[src/rtl/hpf_ram.sv]
// Generic single-port-write, single-port-read RAM with registered read data.
module hpf_ram #(
	parameter int DATA_W = 16,
	parameter int DEPTH  = 256,
	parameter int ADDR_W = (DEPTH > 1) ? $clog2(DEPTH) : 1
) (
	input  logic              clk,
	input  logic              we,
	input  logic [ADDR_W-1:0] waddr,
	input  logic [DATA_W-1:0] wdata,
	input  logic              re,
	input  logic [ADDR_W-1:0] raddr,
	output logic [DATA_W-1:0] rdata
);

	logic [DATA_W-1:0] mem_q [DEPTH];
	logic [DATA_W-1:0] rdata_q;

	always_ff @(posedge clk) begin
		if (we) begin
			mem_q[waddr] <= wdata;
		end
		if (re) begin
			rdata_q <= mem_q[raddr];
		end
	end

	assign rdata = rdata_q;

endmodule

[config.mk]
export PLATFORM = sky130hd
export DESIGN_NAME = hpf_ram
export DESIGN_NICKNAME = d
export VERILOG_FILES = /design/src/rtl/hpf_ram.sv
export SDC_FILE = /design/constraint.sdc
export NUM_CORES = 2
export LEC_CHECK = 0
export ABC_AREA = 1
export ABC_CLOCK_PERIOD_IN_PS = 4100
export BUFFER_PORTS_ARGS = -buffer_cell sky130_fd_sc_hd__buf_2
export CORE_UTILIZATION = 35
export DETAILED_ROUTE_END_ITERATION = 10
export HOLD_SLACK_MARGIN = 0.12
export PLACE_DENSITY = 0.48
export SETUP_SLACK_MARGIN = 0.2
export SLEW_MARGIN = 20
export SYNTH_ARGS = -nofsm -noshare
export SYNTH_HDL_FRONTEND = slang
export SYNTH_SLANG_ARGS = --single-unit
[constraint.sdc]
create_clock -name clk -period 4.1 [get_ports clk]
set_input_delay 0.205 -clock clk [delete_from_list [all_inputs] [get_ports clk]]
set_output_delay 0.205 -clock clk [all_outputs]
set_load 0.005 [all_outputs]
Yosys cells after proc, flatten, opt, wreduce, memory -nomap -nowiden
Memory sizes are Yosys's and may differ from the RTL's. A register that Yosys moved wholly into a read port is not among the register bits.
Cells that the tools add are included.
Storage, ports and cells
  bits of input ports: 35
  register bits: 0
  memory bits (writable): 4096
  output and inout port bits: 16
  memories kept: 1
Operators by class
  multiplexer cells: 2
Memory list
  mem_q: depth 256, width 16, read ports 1, clocked after Yosys merged registers in 1, wr ports 1, RTL line 16  | logic [DATA_W-1:0] mem_q [DEPTH];
Operators with widths (number)
  $mux 1: 2

Depth between registers and ports, before layout
  depth in word-level cells: 2
  depth in mapped cells: 15
  mapped depth without buffers: 11

Worst setup path after synthesis
No wires, ideal clock.
  path type: input to register
  start point: input we
  end point: memory mem_q[162][0], enable pin
  path slack: 2.055 ns
  data required time: 3.712 ns
  setup time: 0.388 ns
  stages on the path: 4
  arrival time: 1.657 ns
  path buffers: 2
  cell sequence: clkbuf_1 -> nand3_1 -> clkbuf_1 -> nor2_1
On the way
  longest elaborated chain between the ends: 2
Ends and longest elaborated chain
  start: declaration: RTL line 8  | input logic we,
  $mux 1: RTL line 20  | if (we) begin
  $mux 1 (not written as such): RTL line 21  | mem_q[waddr] <= wdata;
  end: declaration: RTL line 16
Every way passes these cells.

Worst setup path in the final report
  start point: input waddr[1]
  end point: memory mem_q[219][13], enable pin
RTL lines
  start: declaration: RTL line 9  | input logic [ADDR_W-1:0] waddr,
No word-level cell before the write port.

==> summary by stage <==
Run status
The flow ran to the end, and the final reports show no timing, DRC or antenna violations.

Critical path
The type of destination of the critical path is a flip-flop. The launching point of the worst reg2reg path is mem_q[163][10]$_DFFE_PP_. The type of the worst setup path is in -> reg.

The worst register-to-register path ends at rdata[10]$_DFFE_PP_. Grouping stages by cell kind, the critical path spends the most delay in buffers and inverters. Along the worst path, the maximum fanout reaches 13. The critical path's slowest cell is sky130_fd_sc_hd__dlygate4sd3_1. The number of cells on the worst reg-to-reg path is 10. The required time at the worst-slack endpoint is 4.73 ns. For flop-to-flop paths, the worst setup slack is 1.59 ns. The largest incremental delay on the critical path is 0.64 ns. The signal on the critical path passes through dlygate4sd3_1 > buf_2 > nand2_1 > dlygate4sd3_1 > nor2_1 > dlygate4sd3_1 > nand2_2 > dlygate4sd3_1 > nor2_1 > buf_4. For the worst setup path, the data arrival time is 4.03 ns. The launching element type of the critical path is a primary input.

The most frequent cell on the critical path is sky130_fd_sc_hd__dlygate4sd3_1. The critical path contains buffers and inverters numbering 6 combined.

Synthesis
The count of synthesis-stage warnings from yosys is 0. Sorting the synthesized cells by how often they occur yields sky130_fd_sc_hd__nand2_1, sky130_fd_sc_hd__edfxtp_1, sky130_fd_sc_hd__nand3_1, sky130_fd_sc_hd__buf_2, sky130_fd_sc_hd__nor2_1. Of all flip-flops after synthesis, the portion carrying an async set or reset was 0. The net count of the mapped netlist is 13,650.

The library cell with the largest summed area after synthesis is sky130_fd_sc_hd__edfxtp_1. The number of distinct standard cells referenced by the synthesized netlist is 14. Sorting the synthesized cells by area gives the leading types as sky130_fd_sc_hd__edfxtp_1, sky130_fd_sc_hd__nand3_1, sky130_fd_sc_hd__nand2_1. The leading register cell type out of synthesis is sky130_fd_sc_hd__edfxtp_1. The library cell with the highest instance count after synthesis is sky130_fd_sc_hd__nand2_1.

The sequential share of the synthesized area is 0.7444. In the synthesized netlist, the number of instances is 13,620. The register bit count reported by yosys is 4,112. Dividing the synthesized area by the synthesized cell count gives 12.18 um^2.

The synthesized design contains 4,112 enable-type register cells. The synthesized netlist occupies a cell area of 165,900 um^2. The fraction of post-synthesis cell area in the top cell type by area is 0.7444.

Clocking
The clock drives 4,112 sinks. The tree is rooted in a sky130_fd_sc_hd__clkbuf_16. In this run the number of H-tree levels came out at 5. After clock tree synthesis, the clock-pin slew on the worst setup and hold paths is 0.06 ns.

The hold buffer count at CTS is 32. The number of resized instances in the post-cts repair step is 0. The number of setup buffers added after CTS is 0. The longest clock path from root to sink contains 4 buffers. The later pin in the worst-skew pair is clocked with a latency of 1.03 ns. TritonCTS created 447 clock buffers. TritonCTS built the clock tree.

Global route
The via count of the first global-routing pass is 101,300. After global routing the overflow that remains totals 0. The number of antenna violations at the first check in global routing is 42. The first-pass GRT wire length is 768,300 um.

Across every metal layer, demand over resource in global routing totals 0.2190. Entering global routing, the biggest net connects 158 pins.

Pwr
The total power of the final layout is 91.28 mW. The largest voltage drop on the vdd net is 0.4362 mV. The leakage power figure is 65.84 nW. Dividing total power by cell area gives a power density of 481.0 nW/um^2.

Place
During placement, the flow inserted port buffers numbering 50. Once placement completed, the tool counted placed cells totaling 19,580. Once placement finished, the instance area stood at 175,400 um^2.

Detailed placement ended at an HPWL of 308,500 um. The placer congestion estimate is 0.8398.

Die
The initialized floorplan defines 252 standard-cell rows. The area of the die is 476,700 um^2. The top-level I/O count is 51. The initial core utilization is 0.3519. The die outline width is 690.4 um. From bottom edge to top edge, the die measures 690.4 um. The area inside the core boundary is 471,400 um^2.

Routing
Using the TritonRoute via totals, the vias-per-cell ratio works out to 5.280. The first-iteration detailed-routing DRC count is 12,150. The post-route antenna net violation count is 0. The average wire per standard cell is 26.30 um. The wire length reported by the detailed router is 537,700 um. Before antenna repair, the detailed router went through 6 iterations. The number of vias in the routed layout is 108,000. The final routed DRC violation total is 0.

Cells and area
Of the cells placed in the final design, the portion with a size suffix greater than 1 is 0.09391. The total non-filler cell area in the finished layout is 189,800 um^2. The number of nets in the finished design is 13,870. The count of cells in the finished layout, fillers not included, comes to 20,450. The share of the core filled with cells in the final layout is 0.4026. The area growth from synthesis to layout is 14.41%. The filler cells instantiated in the layout total 44,170.

STA
The final count of pins violating max slew is 0. In this run the tightest slew margin relative to its limit is 0.2244. The hold violation total from the final report came to 0. Setup repair after global routing left no endpoint under its margin. Setup violations remaining at the end of the flow were counted as 0. The actual slew at the worst max-slew pin is 1.163 ns. The clock skew after layout is 0.08468 ns. The final critical path time including I/O delays and setup is 3.400 ns. The total negative slack for setup checks is 0 ns.

The fmax is 0.2941 GHz. The final period utilization is 0.8294.

Min path
The startpoint of the tightest hold check path is wdata[5]. The worst hold path belongs to the class in -> reg. The worst hold path was traced through 2 stages.

The worst min-delay path endpoint is mem_q[92][5]$_DFFE_PP_.

Job
The max-capacitance violation count is 0.
-- how the worst max path moves through the flow --
stage | slack, ns | depth (start not counted) | from | end
after floorplan | 2.05 | 4 | we | mem_q[162][0]$_DFFE_PP_
after global placement | 0.34 | 13 | raddr[0] | rdata[10]$_DFFE_PP_
after detailed placement | 0.35 | 13 | raddr[0] | rdata[10]$_DFFE_PP_
after CTS | 0.79 | 10 | waddr[1] | mem_q[219][13]$_DFFE_PP_
after global routing | 0.67 | 10 | waddr[1] | mem_q[219][13]$_DFFE_PP_
final | 0.70 | 10 | waddr[1] | mem_q[219][13]$_DFFE_PP_
-- per-layer routing --
metal | global-route usage | share of wire | wire length, um
met5 | 0 | 0.000071 | 38
met3 | 0.02877 | 0.067 | 35990
met1 | 0.3214 | 0.45 | 240400
met4 | 0.05879 | 0.027 | 14510
met2 | 0.3423 | 0.46 | 246800
-- area by class of cell --
cell class,count,area (um^2),area share
multi-input combinational,8529,37260,0.1963
clock buffer,560,11720,0.06174
clock inverter,257,2291,0.01207
timing repair buffer,708,6985,0.03681
tap,6223,7786,0.04103
sequential,4112,123500,0.6507
inverter,39,200.2,0.001055
antenna,18,45.04,0.0002374
-- stage by stage --
stage | setup WS [ns] | hold WS (ns)
after floorplan | 2.055 | 0.3039
final | 0.6995 | 0.2314
after global routing | 0.6663 | 0.1866
after detailed placement | 0.3466 | 0.6284
after global placement | 0.3420 | 0.6253
after CTS | 0.7934 | 0.1373
-- sequential cells by signal, indices dropped and copies added (netlist names) --
signal and count:
rdata 16, mem_q 4096
-- report_power, final --
group          leakage, nW  internal [mW]  total (mW)  switching [mW]
logic                 22.0           1.37        5.76            4.38
clock network         6.84           22.1        39.1            17.0
registers             37.0           46.4        46.5          0.0888
total                 65.8           69.8        91.3            21.4
-- placed cells by master (no fill, tap or decap), drive strengths merged --
master and n:
edfxtp 4112, clkbuf 560, dlygate4sd3 32, clkinv 211
nor2 283, inv 50, bufinv 30, nand2 4211
nand3 4035, buf 676, clkinvlp 5, diode 18
-- logic make-up after synthesis --
family / Yosys count / synth area share
buf+inv: 976 / 0.03210
flops: 4112 / 0.7444
simple gates: 8529 / 0.2235
No activity file was read; power rests on OpenSTA's default activity.
